**src/hw/rtl/pgt_pkg.sv**
```systemverilog
// price gap tracker package: table sizing, count widths and the trim result type
// no dependencies
`default_nettype none
package pgt_pkg;

  localparam int GAP_SLOTS = 32;
  localparam int SLOT_W    = $clog2(GAP_SLOTS);
  localparam int CNT_W     = $clog2(GAP_SLOTS + 1);
  localparam int PRICE_W   = 32;
  localparam int TIME_W    = 48;

  localparam logic [1:0] GAP_NONE = 2'd0;
  localparam logic [1:0] GAP_UP   = 2'd1;
  localparam logic [1:0] GAP_DOWN = 2'd2;

  typedef struct packed {
    logic               cancel;
    logic [PRICE_W-1:0] lo;
    logic [PRICE_W-1:0] hi;
  } trim_res_t;

endpackage
`default_nettype wire

```
**src/hw/rtl/pgt_trim_unit.sv**
```systemverilog
// shared trim unit: applies one bar to one stored gap
// depends on pgt_pkg
`default_nettype none
module pgt_trim_unit (
  input  wire logic [pgt_pkg::PRICE_W-1:0] gap_lo,
  input  wire logic [pgt_pkg::PRICE_W-1:0] gap_hi,
  input  wire logic [pgt_pkg::PRICE_W-1:0] bar_lo,
  input  wire logic [pgt_pkg::PRICE_W-1:0] bar_hi,
  output pgt_pkg::trim_res_t               res
);

  logic inside_bar;
  logic cover_bar;
  logic low_part;
  logic up_part;

  assign inside_bar = (bar_lo > gap_lo) && (bar_hi < gap_hi);
  assign cover_bar  = (bar_lo <= gap_lo) && (bar_hi >= gap_hi);
  assign low_part   = (bar_lo <= gap_lo) && (bar_hi > gap_lo);
  assign up_part    = (bar_hi >= gap_hi) && (bar_lo < gap_hi);

  always_comb begin
    res.cancel = 1'b0;
    res.lo     = gap_lo;
    res.hi     = gap_hi;
    if (inside_bar || cover_bar) begin
      res.cancel = 1'b1;
    end else if (low_part) begin
      res.lo     = bar_hi;
      res.cancel = bar_hi >= gap_hi;
    end else if (up_part) begin
      res.hi     = bar_lo;
      res.cancel = gap_lo >= bar_lo;
    end
  end

endmodule
`default_nettype wire

```
**src/hw/rtl/price_gap_tracker_core.sv**
```systemverilog
// price gap tracker top level: sequencer, gap table memory and gap detection
// depends on pgt_pkg and pgt_trim_unit
// a new bar is taken only in ST_IDLE, after the previous result is loaded into the output
// registers; each bar is scanned by the single trim unit walking the table one slot a cycle
// reset: synchronous, clears history, valid bits and min_height; table data is not cleared
`default_nettype none
module price_gap_tracker_core (
  input  wire logic                        clk,
  input  wire logic                        rst_n,
  input  wire logic                        cfg_wr_en,
  input  wire logic [31:0]                 cfg_wr_data,
  input  wire logic                        in_valid,
  output logic                             in_ready,
  input  wire logic [pgt_pkg::PRICE_W-1:0] in_bar_high,
  input  wire logic [pgt_pkg::PRICE_W-1:0] in_bar_low,
  input  wire logic [pgt_pkg::TIME_W-1:0]  in_bar_time,
  output logic                             out_valid,
  input  wire logic                        out_ready,
  output logic [1:0]                       out_new_gap,
  output logic [pgt_pkg::PRICE_W-1:0]      out_new_gap_low,
  output logic [pgt_pkg::PRICE_W-1:0]      out_new_gap_high,
  output logic [pgt_pkg::TIME_W-1:0]       out_new_gap_time,
  output logic [pgt_pkg::CNT_W-1:0]        out_cancelled,
  output logic [pgt_pkg::CNT_W-1:0]        out_open_gaps,
  output logic                             out_overflow
);

  localparam int SW = pgt_pkg::SLOT_W;
  localparam int CW = pgt_pkg::CNT_W;
  localparam int PW = pgt_pkg::PRICE_W;
  localparam int TW = pgt_pkg::TIME_W;
  localparam logic [SW:0] SCAN_END = (SW+1)'(pgt_pkg::GAP_SLOTS);

  typedef enum logic [2:0] {
    ST_IDLE, ST_SCAN, ST_DET_UP, ST_DET_DN, ST_INSERT, ST_FINISH
  } st_t;

  st_t st_r, st_nxt;

  logic [PW-1:0] min_height_r, min_height_nxt;
  logic [PW-1:0] older_high_r, older_high_nxt, older_low_r, older_low_nxt;
  logic [PW-1:0] prior_high_r, prior_high_nxt, prior_low_r, prior_low_nxt;
  logic [TW-1:0] prior_time_r, prior_time_nxt;
  logic [1:0]    bars_seen_r, bars_seen_nxt;
  logic [PW-1:0] bar_hi_r, bar_hi_nxt, bar_lo_r, bar_lo_nxt;
  logic [TW-1:0] bar_time_r, bar_time_nxt;

  logic [pgt_pkg::GAP_SLOTS-1:0] gap_valid_r, gap_valid_nxt;
  logic [SW:0]   cnt_r, cnt_nxt;
  logic          ev_en_r, ev_en_nxt;
  logic          ev_valid_r, ev_valid_nxt;
  logic [SW-1:0] ev_idx_r, ev_idx_nxt;
  logic          free_found_r, free_found_nxt;
  logic [SW-1:0] free_idx_r, free_idx_nxt;
  logic [CW-1:0] cancel_cnt_r, cancel_cnt_nxt, open_cnt_r, open_cnt_nxt;
  logic [1:0]    kind_r, kind_nxt;
  logic [PW-1:0] nlo_r, nlo_nxt, nhi_r, nhi_nxt;
  logic          ovf_r, ovf_nxt;

  logic          out_valid_r, out_valid_nxt;
  logic [1:0]    out_gap_r, out_gap_nxt;
  logic [PW-1:0] out_lo_r, out_lo_nxt, out_hi_r, out_hi_nxt;
  logic [TW-1:0] out_time_r, out_time_nxt;
  logic [CW-1:0] out_cancel_r, out_cancel_nxt, out_open_r, out_open_nxt;
  logic          out_ovf_r, out_ovf_nxt;

  logic [PW-1:0] gap_lo_mem [pgt_pkg::GAP_SLOTS];
  logic [PW-1:0] gap_hi_mem [pgt_pkg::GAP_SLOTS];
  logic [PW-1:0] rd_lo_r, rd_hi_r;
  logic [SW-1:0] rd_addr;
  logic          mem_we;
  logic [SW-1:0] mem_waddr;
  logic [PW-1:0] mem_wlo, mem_whi;

  pgt_pkg::trim_res_t trim;

  logic [PW-1:0] sub_a, sub_b;
  logic [PW:0]   diff;
  logic          gap_ok;
  logic          have_two;
  logic          keep;

  pgt_trim_unit u_trim (
    .gap_lo (rd_lo_r),
    .gap_hi (rd_hi_r),
    .bar_lo (bar_lo_r),
    .bar_hi (bar_hi_r),
    .res    (trim)
  );

  // shared subtract and compare for the gap test
  assign sub_a    = (st_r == ST_DET_UP) ? bar_lo_r : older_low_r;
  assign sub_b    = (st_r == ST_DET_UP) ? older_high_r : bar_hi_r;
  assign diff     = {1'b0, sub_a} - {1'b0, sub_b};
  assign gap_ok   = !diff[PW] && (diff[PW-1:0] > min_height_r);
  assign have_two = bars_seen_r[1];
  assign keep     = ev_valid_r && !trim.cancel;
  assign rd_addr  = cnt_r[SW-1:0];

  assign in_ready         = (st_r == ST_IDLE);
  assign out_valid        = out_valid_r;
  assign out_new_gap      = out_gap_r;
  assign out_new_gap_low  = out_lo_r;
  assign out_new_gap_high = out_hi_r;
  assign out_new_gap_time = out_time_r;
  assign out_cancelled    = out_cancel_r;
  assign out_open_gaps    = out_open_r;
  assign out_overflow     = out_ovf_r;

  always_comb begin
    st_nxt         = st_r;
    min_height_nxt = cfg_wr_en ? cfg_wr_data : min_height_r;
    older_high_nxt = older_high_r;
    older_low_nxt  = older_low_r;
    prior_high_nxt = prior_high_r;
    prior_low_nxt  = prior_low_r;
    prior_time_nxt = prior_time_r;
    bars_seen_nxt  = bars_seen_r;
    bar_hi_nxt     = bar_hi_r;
    bar_lo_nxt     = bar_lo_r;
    bar_time_nxt   = bar_time_r;
    gap_valid_nxt  = gap_valid_r;
    cnt_nxt        = cnt_r;
    ev_en_nxt      = 1'b0;
    ev_valid_nxt   = 1'b0;
    ev_idx_nxt     = rd_addr;
    free_found_nxt = free_found_r;
    free_idx_nxt   = free_idx_r;
    cancel_cnt_nxt = cancel_cnt_r;
    open_cnt_nxt   = open_cnt_r;
    kind_nxt       = kind_r;
    nlo_nxt        = nlo_r;
    nhi_nxt        = nhi_r;
    ovf_nxt        = ovf_r;
    out_valid_nxt  = out_valid_r && !out_ready;
    out_gap_nxt    = out_gap_r;
    out_lo_nxt     = out_lo_r;
    out_hi_nxt     = out_hi_r;
    out_time_nxt   = out_time_r;
    out_cancel_nxt = out_cancel_r;
    out_open_nxt   = out_open_r;
    out_ovf_nxt    = out_ovf_r;
    mem_we         = 1'b0;
    mem_waddr      = ev_idx_r;
    mem_wlo        = trim.lo;
    mem_whi        = trim.hi;

    // write back of the slot read in the previous cycle
    if (ev_en_r) begin
      if (ev_valid_r) begin
        mem_we = 1'b1;
        if (trim.cancel) begin
          gap_valid_nxt[ev_idx_r] = 1'b0;
          cancel_cnt_nxt          = cancel_cnt_r + 1'b1;
        end
      end
      if (keep) begin
        open_cnt_nxt = open_cnt_r + 1'b1;
      end else if (!free_found_r) begin
        free_found_nxt = 1'b1;
        free_idx_nxt   = ev_idx_r;
      end
    end

    case (st_r)
      ST_IDLE: begin
        if (in_valid) begin
          bar_hi_nxt     = in_bar_high;
          bar_lo_nxt     = in_bar_low;
          bar_time_nxt   = in_bar_time;
          cnt_nxt        = '0;
          free_found_nxt = 1'b0;
          cancel_cnt_nxt = '0;
          open_cnt_nxt   = '0;
          kind_nxt       = pgt_pkg::GAP_NONE;
          nlo_nxt        = '0;
          nhi_nxt        = '0;
          ovf_nxt        = 1'b0;
          st_nxt         = ST_SCAN;
        end
      end
      ST_SCAN: begin
        if (cnt_r == SCAN_END) begin
          st_nxt = ST_DET_UP;
        end else begin
          ev_en_nxt    = 1'b1;
          ev_valid_nxt = gap_valid_r[rd_addr];
          cnt_nxt      = cnt_r + 1'b1;
        end
      end
      ST_DET_UP: begin
        if (have_two && gap_ok) begin
          kind_nxt = pgt_pkg::GAP_UP;
          nlo_nxt  = older_high_r;
          nhi_nxt  = bar_lo_r;
          st_nxt   = ST_INSERT;
        end else begin
          st_nxt = ST_DET_DN;
        end
      end
      ST_DET_DN: begin
        if (have_two && gap_ok) begin
          kind_nxt = pgt_pkg::GAP_DOWN;
          nlo_nxt  = bar_hi_r;
          nhi_nxt  = older_low_r;
          st_nxt   = ST_INSERT;
        end else begin
          st_nxt = ST_FINISH;
        end
      end
      ST_INSERT: begin
        if (free_found_r) begin
          mem_we                    = 1'b1;
          mem_waddr                 = free_idx_r;
          mem_wlo                   = nlo_r;
          mem_whi                   = nhi_r;
          gap_valid_nxt[free_idx_r] = 1'b1;
          open_cnt_nxt              = open_cnt_r + 1'b1;
        end else begin
          ovf_nxt = 1'b1;
        end
        st_nxt = ST_FINISH;
      end
      ST_FINISH: begin
        if (!out_valid_r || out_ready) begin
          out_valid_nxt  = 1'b1;
          out_gap_nxt    = kind_r;
          out_lo_nxt     = nlo_r;
          out_hi_nxt     = nhi_r;
          out_time_nxt   = (kind_r == pgt_pkg::GAP_NONE) ? '0 : prior_time_r;
          out_cancel_nxt = cancel_cnt_r;
          out_open_nxt   = open_cnt_r;
          out_ovf_nxt    = ovf_r;
          older_high_nxt = prior_high_r;
          older_low_nxt  = prior_low_r;
          prior_high_nxt = bar_hi_r;
          prior_low_nxt  = bar_lo_r;
          prior_time_nxt = bar_time_r;
          if (!have_two) begin
            bars_seen_nxt = bars_seen_r + 1'b1;
          end
          st_nxt = ST_IDLE;
        end
      end
      default: begin
        st_nxt = ST_IDLE;
      end
    endcase
  end

  always_ff @(posedge clk) begin
    if (!rst_n) begin
      st_r         <= ST_IDLE;
      min_height_r <= '0;
      older_high_r <= '0;
      older_low_r  <= '0;
      prior_high_r <= '0;
      prior_low_r  <= '0;
      prior_time_r <= '0;
      bars_seen_r  <= '0;
      gap_valid_r  <= '0;
      cnt_r        <= '0;
      ev_en_r      <= 1'b0;
      ev_valid_r   <= 1'b0;
      free_found_r <= 1'b0;
      out_valid_r  <= 1'b0;
    end else begin
      st_r         <= st_nxt;
      min_height_r <= min_height_nxt;
      older_high_r <= older_high_nxt;
      older_low_r  <= older_low_nxt;
      prior_high_r <= prior_high_nxt;
      prior_low_r  <= prior_low_nxt;
      prior_time_r <= prior_time_nxt;
      bars_seen_r  <= bars_seen_nxt;
      gap_valid_r  <= gap_valid_nxt;
      cnt_r        <= cnt_nxt;
      ev_en_r      <= ev_en_nxt;
      ev_valid_r   <= ev_valid_nxt;
      free_found_r <= free_found_nxt;
      out_valid_r  <= out_valid_nxt;
    end
    bar_hi_r     <= bar_hi_nxt;
    bar_lo_r     <= bar_lo_nxt;
    bar_time_r   <= bar_time_nxt;
    ev_idx_r     <= ev_idx_nxt;
    free_idx_r   <= free_idx_nxt;
    cancel_cnt_r <= cancel_cnt_nxt;
    open_cnt_r   <= open_cnt_nxt;
    kind_r       <= kind_nxt;
    nlo_r        <= nlo_nxt;
    nhi_r        <= nhi_nxt;
    ovf_r        <= ovf_nxt;
    out_gap_r    <= out_gap_nxt;
    out_lo_r     <= out_lo_nxt;
    out_hi_r     <= out_hi_nxt;
    out_time_r   <= out_time_nxt;
    out_cancel_r <= out_cancel_nxt;
    out_open_r   <= out_open_nxt;
    out_ovf_r    <= out_ovf_nxt;
  end

  // gap table: one write port, one registered read port
  always_ff @(posedge clk) begin
    if (mem_we) begin
      gap_lo_mem[mem_waddr] <= mem_wlo;
      gap_hi_mem[mem_waddr] <= mem_whi;
    end
    rd_lo_r <= gap_lo_mem[rd_addr];
    rd_hi_r <= gap_hi_mem[rd_addr];
  end

endmodule
`default_nettype wire
```
**config.mk**
```make
export PLATFORM = sky130hd
export DESIGN_NAME = price_gap_tracker_core
export DESIGN_NICKNAME = d
export VERILOG_FILES = /design/src/hw/rtl/pgt_pkg.sv /design/src/hw/rtl/pgt_trim_unit.sv /design/src/hw/rtl/price_gap_tracker_core.sv
export SDC_FILE = /design/constraint.sdc
export NUM_CORES = 2
export LEC_CHECK = 0
export BUFFER_PORTS_ARGS = -buffer_cell sky130_fd_sc_hd__buf_2
export CAP_MARGIN = 10
export CORE_ASPECT_RATIO = 1.5
export CORE_MARGIN = 3
export CORE_UTILIZATION = 55
export CTS_CLUSTER_DIAMETER = 30
export DETAILED_ROUTE_END_ITERATION = 12
export PLACE_DENSITY_LB_ADDON = 0.05
export SYNTH_ARGS = -nofsm -noshare
export SYNTH_HDL_FRONTEND = slang
export SYNTH_SLANG_ARGS = --single-unit
export TNS_END_PERCENT = 100
```
**constraint.sdc**
```tcl
create_clock -name clk -period 11.05 [get_ports clk]
set_input_delay 0 -clock clk [delete_from_list [all_inputs] [get_ports clk]]
set_output_delay 0 -clock clk [all_outputs]
set_load 0.03 [all_outputs]
```
# Yosys cells after proc, flatten, opt, wreduce, memory -nomap -nowiden
# Memories as Yosys holds them, arrays and structs flattened. A register that Yosys moved wholly into a read port is not among the register bits.
# Cells that the tools add are included.
# W data, S select, Z words.
[word_totals]
register_bits = 583
ram_bits = 2048
in_bits = 149
out_inout_bits = 129
wordCells = 177
n_memories = 2
[memory_table]
columns = ["name", "depth", "width", "rd", "rd_clocked_by_memory_dff", "wr", "line_no", "text"]
rows = [
  ["gap_hi_mem", 32, 32, 1, 1, 1, "price_gap_tracker_core.sv:68", "logic [PW-1:0] gap_hi_mem [pgt_pkg::GAP_SLOTS];"],
  ["gap_lo_mem", 32, 32, 1, 1, 1, "price_gap_tracker_core.sv:67", "logic [PW-1:0] gap_lo_mem [pgt_pkg::GAP_SLOTS];"],
]
[op_classes]
add_sub_neg = 5
order_cmp = 13
eq_ne = 13
n_mux = 73
bitwise = 7
n_reduce_logical = 31
[op_table]
columns = ["op", "count"]
rows = [
  ["$mux W32", 19],
  ["$pmux W32 S3", 2],
  ["$gt A32 B32 Y1", 3],
  ["$mux W6", 11],
  ["$ge A32 B32 Y1", 2],
  ["$lt A32 B32 Y1", 2],
  ["$mux W64", 1],
  ["$sub A32 B32 Y33", 1],
  ["$and A32 B32 Y32", 1],
  ["$le A32 B32 Y1", 1],
  ["$not A32 Y32", 1],
  ["$or A32 B32 Y32", 1],
  ["$pmux W6 S2", 2],
  ["$mux W1", 22],
  ["$add A6 B1 Y6 const B", 3],
  ["$lt A5 B6 Y1 const B", 3],
  ["$pmux W3 S6", 1],
  ["$mux W3", 4],
  ["$ne A2 B2 Y1 const B", 6],
  ["$reduce_and A3 Y1", 4],
  ["$demux W1 S5", 2],
  ["$ge A5 B1 Y1 const B", 2],
  ["$logic_and A1 B1 Y1", 10],
  ["$mux W5", 2],
  ["other kinds (20)", 36],
]

# Longest topological paths before layout
[depth]
depth_word = 12
depth_mapped = 29
ltp_nobuf = 26

# By module
# Synthesis repeated with hierarchy kept, for this count alone.
[unflattened]
hier_cells = 5789
area_unflattened_um2 = 106995.1
[by_module_without_submodules]
columns = ["module", "instances", "cells_per_inst", "area_per_inst_um2", "seq_area_each_um2"]
rows = [
  ["price_gap_tracker_core", 1, 5290, 103032.6, 77564.4],
  ["pgt_trim_unit", 1, 499, 3962.6, 0.0],
]

# Worst setup path after synthesis
# OpenSTA, ideal clock, no wires.
[synth_path]
path_type = "reg-to-reg"
from = "reg st_r[2]"
to = "reg kind_r[0] (enable)"
setup_ps = 581
t_arrival_ps = 10038
t_required_ps = 10469
setup_slack_ps = 431
stages_incl_launch_ff = 29
n_path_buf = 3
synth_period_minus_slack_ps = 10619
path_cell_list = "dfxtp_1 > clkbuf_1 > nand2b_1 > nor2_1 > clkbuf_1 > buf_1 > mux2i_1 > ha_1 > inv_1 > fa_1 > a211oi_1 > o211ai_1 > a21o_1 > o221a_2 > o21a_1 > a41o_1 > a21o_1 > a21oi_1 > xnor2_1 > ha_1 > a21o_1 > a21o_1 > a21oi_1 > o21ai_0 > a21oi_1 > nand2_1 > nand3_1 > or3_1 > o21ai_0"
[synth_between]
elab_chain_cells = 8
elab_cells_between_ends = 15
cone_classes = "add/sub: 1; order compare: 1; eq/ne: 5; mux: 2; reduce/logical: 6"
[synth_rtl]
columns = ["element", "line_no", "text"]
rows = [
  ["start: declaration", "price_gap_tracker_core.sv:38", "st_t st_r, st_nxt;"],
  ["start signal: assignment", "price_gap_tracker_core.sv:268", "st_r <= st_nxt;"],
  ["$eq A3 B2 Y1", "price_gap_tracker_core.sv:92, price_gap_tracker_core.sv:93, price_gap_tracker_core.sv:165", ""],
  ["$mux W32, on equally long branches", "price_gap_tracker_core.sv:92, price_gap_tracker_core.sv:93", ""],
  ["$sub A32 B32 Y33", "price_gap_tracker_core.sv:94", "assign diff = {1'b0, sub_a} - {1'b0, sub_b};"],
  ["$gt A32 B32 Y1 or $logic_not A1 Y1 (tied branches)", "price_gap_tracker_core.sv:95", "assign gap_ok = !diff[PW] && (diff[PW-1:0] > min_height_r);"],
  ["$logic_and A1 B1 Y1", "price_gap_tracker_core.sv:95", ""],
  ["$logic_and A1 B1 Y1", "price_gap_tracker_core.sv:192, price_gap_tracker_core.sv:202", ""],
  ["$ne A2 B2 Y1 (no source line) or $ne A2 B1 Y1 (tied branches)", "-", ""],
  ["$reduce_and A4 Y1 (no source line) *", "-", ""],
  ["end signal: assignment", "price_gap_tracker_core.sv:290", "kind_r <= kind_nxt;"],
  ["end: declaration", "price_gap_tracker_core.sv:56", "logic [1:0] kind_r, kind_nxt;"],
]
# Mark *: on every way between the ends. The rest lies on a longest branch, timed or not.
# A chain may end at the register's enable or synchronous reset.

# Final worst setup path
[layout_path]
from = "reg st_r[2]"
to = "reg nhi_r[10] (enable)"
[layout_between]
elab_chain_cells = 8
elab_cells_between_ends = 15
cone_classes = "add/sub: 1; order compare: 1; eq/ne: 5; mux: 2; reduce/logical: 6"
[layout_rtl]
columns = ["element", "line_no", "text"]
rows = [
  ["$eq A3 B2 Y1", "price_gap_tracker_core.sv:92, price_gap_tracker_core.sv:93, price_gap_tracker_core.sv:165", ""],
  ["$mux W32, on equally long branches", "price_gap_tracker_core.sv:92, price_gap_tracker_core.sv:93", ""],
  ["$sub A32 B32 Y33", "price_gap_tracker_core.sv:94", ""],
  ["$gt A32 B32 Y1 or $logic_not A1 Y1 (tied branches)", "price_gap_tracker_core.sv:95", ""],
  ["$logic_and A1 B1 Y1", "price_gap_tracker_core.sv:95", ""],
  ["$logic_and A1 B1 Y1", "price_gap_tracker_core.sv:192, price_gap_tracker_core.sv:202", ""],
  ["$ne A2 B2 Y1 (no source line) or $ne A2 B1 Y1 (tied branches)", "-", ""],
  ["$reduce_and A4 Y1 (no source line) *", "-", ""],
  ["end signal: assignment", "price_gap_tracker_core.sv:292", "nhi_r <= nhi_nxt;"],
  ["end: declaration", "price_gap_tracker_core.sv:57", "logic [PW-1:0] nlo_r, nlo_nxt, nhi_r, nhi_nxt;"],
]
# Marks and branches as above.

==> summary.txt <==
WP buf/inv: 3
R2r endpoint: nhi_r[10]$_DFFE_PP_
Avg Cell Area, Syn: 18.9 um^2
Die ar.: 200,000 um^2
Flip-flop and latch area: 77,600 um^2
Min Clock Period, post-route: 7.86 ns
DRC viols: 0
Initial core utilization: 55.6%
Max IR drop VDD: 0.163 mV
Hold Crit Class: in2reg
Synth Warn #: 0
Cell variety after synth: 75
Synthesized instance count: 5,678
Die Wd: 366 um
Area grow syn2layout: 22.0%
Critical Path AT: 8.35 ns
Share of layout cells above drive strength 1: 29.7%
Post-synth EDFFs: 2,359
Commonest non-fill, non-tap cell in the layout: edfxtp_1
CP max stage cell: buf_4
CP startpoint kind: register
Crit path max fanout: 51
Final Max Tran Viols: 0
Routed WL: 308 mm
Num CTS Buffers: 421
Core area: 193,000 um^2
Final setup fails: 0
PD cells: 244 nW/um^2
RSZ-0062 raised after global routing: false
Critical path's largest stage delay: 0.75 ns
DR pass1 iterations: 5
Skew final: 0.0463 ns
Post-Route Setup TNS: 0 ns
Synth Flop Type: edfxtp_1
F_max: 127 MHz
Hold Path Stages: 2
Most frequent cells in the layout: edfxtp_1, mux4_2, nand2_1
CP Data Required Time: 11.54 ns
Setup slack, reg-to-reg: 3.19 ns
Filler Cells Inserted: 12,600
Synthesized area: 107,000 um^2
DPL Wire Length: 177 mm
First-pass GRT wire length: 443 mm
Max cap viols: 0
Setup ws final: 3.19 ns
CTS Root Cell: clkbuf_16
Cell family with most CP delay: compound AO/OA/AOI/OAI gates
Worst slack, placed: 3.30 ns
DR vias: 59,800
Final nets: 6,921
Row cnt: 197
Final Cycle Share: 71.2%
Final Hold Viols: 0
Slew margin rel.: 15.9%
I/O pin cnt: 278
Synth Net Count: 6,023
Initial antenna violation count: 15
Lkg Pwr: 0.0435 uW
Global route total overflow: 0
RD Place Congestion: 0.938
Min-delay src: in_bar_high[4]
Vias in the first global route: 60,400
Reg clk slew, reported paths: 0.06 ns
Hold EP: bar_hi_r[4]$_DFFE_PP_
Ys async rst share: 0%
Iteration-0 DRC Markers: 6,455
Sequential fraction of the synthesis area: 72.4%
Post-CTS setup buffer count: 0
Setup CP Type: reg2reg
GRT Util Overall: 31.0%
Num Clock Sinks: 2,695
Post-route ant nets: 0
Multi-input logic area: 28,500 um^2
Worst-Margin Slew: 1.23 ns
Largest net degree at the start of global routing: 150
Wire per inst: 32.2 um
Worst R2R Start: st_r[2]$_SDFFE_PN0P_
Crit. End Element: register
H-tree depth: 5
DR vias/cell: 6.26
Outcome: completed
Worst Reg-to-Reg Cells: 27
DIE HEIGHT: 547 um
Synthesis-stage register bit count: 2,695
Longest Clk Path Bufs: 4
Clk_lat worst skew: 0.89 ns
IO buf count: 277
TritonCTS clock tree: yes
## power breakdown
group | total, uW | switching [uW] | internal [uW]
combinational | 5570 | 3260 | 2310
clock | 13500 | 5020 | 8530
sequential | 12700 | 428 | 12300
## logic make-up after synthesis
logic type	count (synthesis)	share of synthesized area (%)
compound gates	636	4.06
xor+xnor	34	0.278
fa+ha+maj	196	2.30
buf+inv	402	1.49
flops	2695	72.4
mux	883	16.0
simple gates	832	3.51
## sequential cells by signal (all words and copies together) (netlist names), 48 cells and up
register and flops:
gap_hi_mem 1024, gap_lo_mem 1024, bar_time_r 48, out_new_gap_time 48, prior_time_r 48
## worst max path at each step
stage / startpoint / to / slack [ns] / cells after the start
floorplan: st_r[2]$_SDFFE_PN0P_ / kind_r[0]$_DFFE_PP_ / 0.43 / 28
global placement: st_r[2]$_SDFFE_PN0P_ / nhi_r[11]$_DFFE_PP_ / 3.22 / 27
detailed placement: st_r[2]$_SDFFE_PN0P_ / nhi_r[4]$_DFFE_PP_ / 3.30 / 27
CTS: st_r[2]$_SDFFE_PN0P_ / nhi_r[14]$_DFFE_PP_ / 3.23 / 27
global route: st_r[2]$_SDFFE_PN0P_ / nhi_r[14]$_DFFE_PP_ / 2.77 / 27
finish: st_r[2]$_SDFFE_PN0P_ / nhi_r[10]$_DFFE_PP_ / 3.19 / 27
## per-layer routing
| metal | wire length, um | track usage [%] |
|---|---|---|
| met5 | 41 | 0 |
| met4 | 15500 | 13.9 |
| met3 | 22600 | 4.52 |
| met2 | 152000 | 50.7 |
| met1 | 118000 | 41.8 |
## repair_timing
item / in CTS / in global routing
resized for setup: 0 / 0
hold endpoints to repair: 230 / 0
hold buffers: 318 / 0
## stage by stage
step                      util [%]  cells  total power, uW  hold slack (ns)  cell area [um^2]
after CTS                     67.6   9505            31900          0.00374            130000
final                         67.8   9552            31900           0.0599            131000
after global routing          67.8   9543            32900           0.0248            131000
after detailed placement      58.3   8402            18300            0.178            112000
after global placement        58.3   8401            18200            0.177            112000
after floorplan                  -   5678            16400           0.0989            107000
## synthesized netlist by cell type (all sizes together), types with 3 or more instances
cell / number / area, um^2
a21oi: 81 / 409
a211oi: 5 / 37.5
o211ai: 7 / 52.6
a211o: 3 / 26.3
dfxtp: 336 / 6730
nand3: 23 / 115
xor2: 14 / 123
nor2b: 94 / 588
clkbuf: 202 / 759
nor3b: 6 / 45.0
mux4: 650 / 14600
nand2: 499 / 1870
a22o: 66 / 578
a221oi: 3 / 38.8
a31oi: 7 / 43.8
o2111ai: 5 / 50.0
and3: 7 / 43.8
a21boi: 211 / 1580
and2: 7 / 43.8
nand3b: 3 / 22.5
inv: 112 / 420
xnor2: 20 / 175
nor4: 5 / 37.5
nand2b: 15 / 93.8
mux2: 98 / 1100
or3: 10 / 62.6
o22ai: 4 / 25.0
edfxtp: 2359 / 70800
nor3: 14 / 70.1
ha: 195 / 2440
or4: 4 / 33.8
o21bai: 3 / 22.5
buf: 87 / 413
and4: 4 / 35.0
o21ai: 143 / 716
nand4: 40 / 250
or2: 9 / 56.3
mux2i: 135 / 1350
o21a: 9 / 67.6
a21o: 70 / 526
nor2: 85 / 319
## layout make-up
class,count,area share [%]
inverters,113,0.334
clock buffers,466,8.43
multi-input cells,2581,21.8
diodes,27,0.0517
repair buffers,764,4.73
clock inverters,319,2.82
well taps,2587,2.48
flip-flops and latches,2695,59.4
## worst reg2reg max path, delay by kind of cell, from the launching register on
family | cells | cell delay, ns
XOR/XNOR | 1 | 0.10
AND/OR/NAND/NOR | 7 | 1.37
adder cells (fa/ha/maj) | 3 | 1.01
buffers and inverters | 3 | 1.31
flip-flops | 1 | 0.43
AO/OA/AOI/OAI | 12 | 2.87
multiplexers | 1 | 0.32
Power figures use the tool's default switching activity.
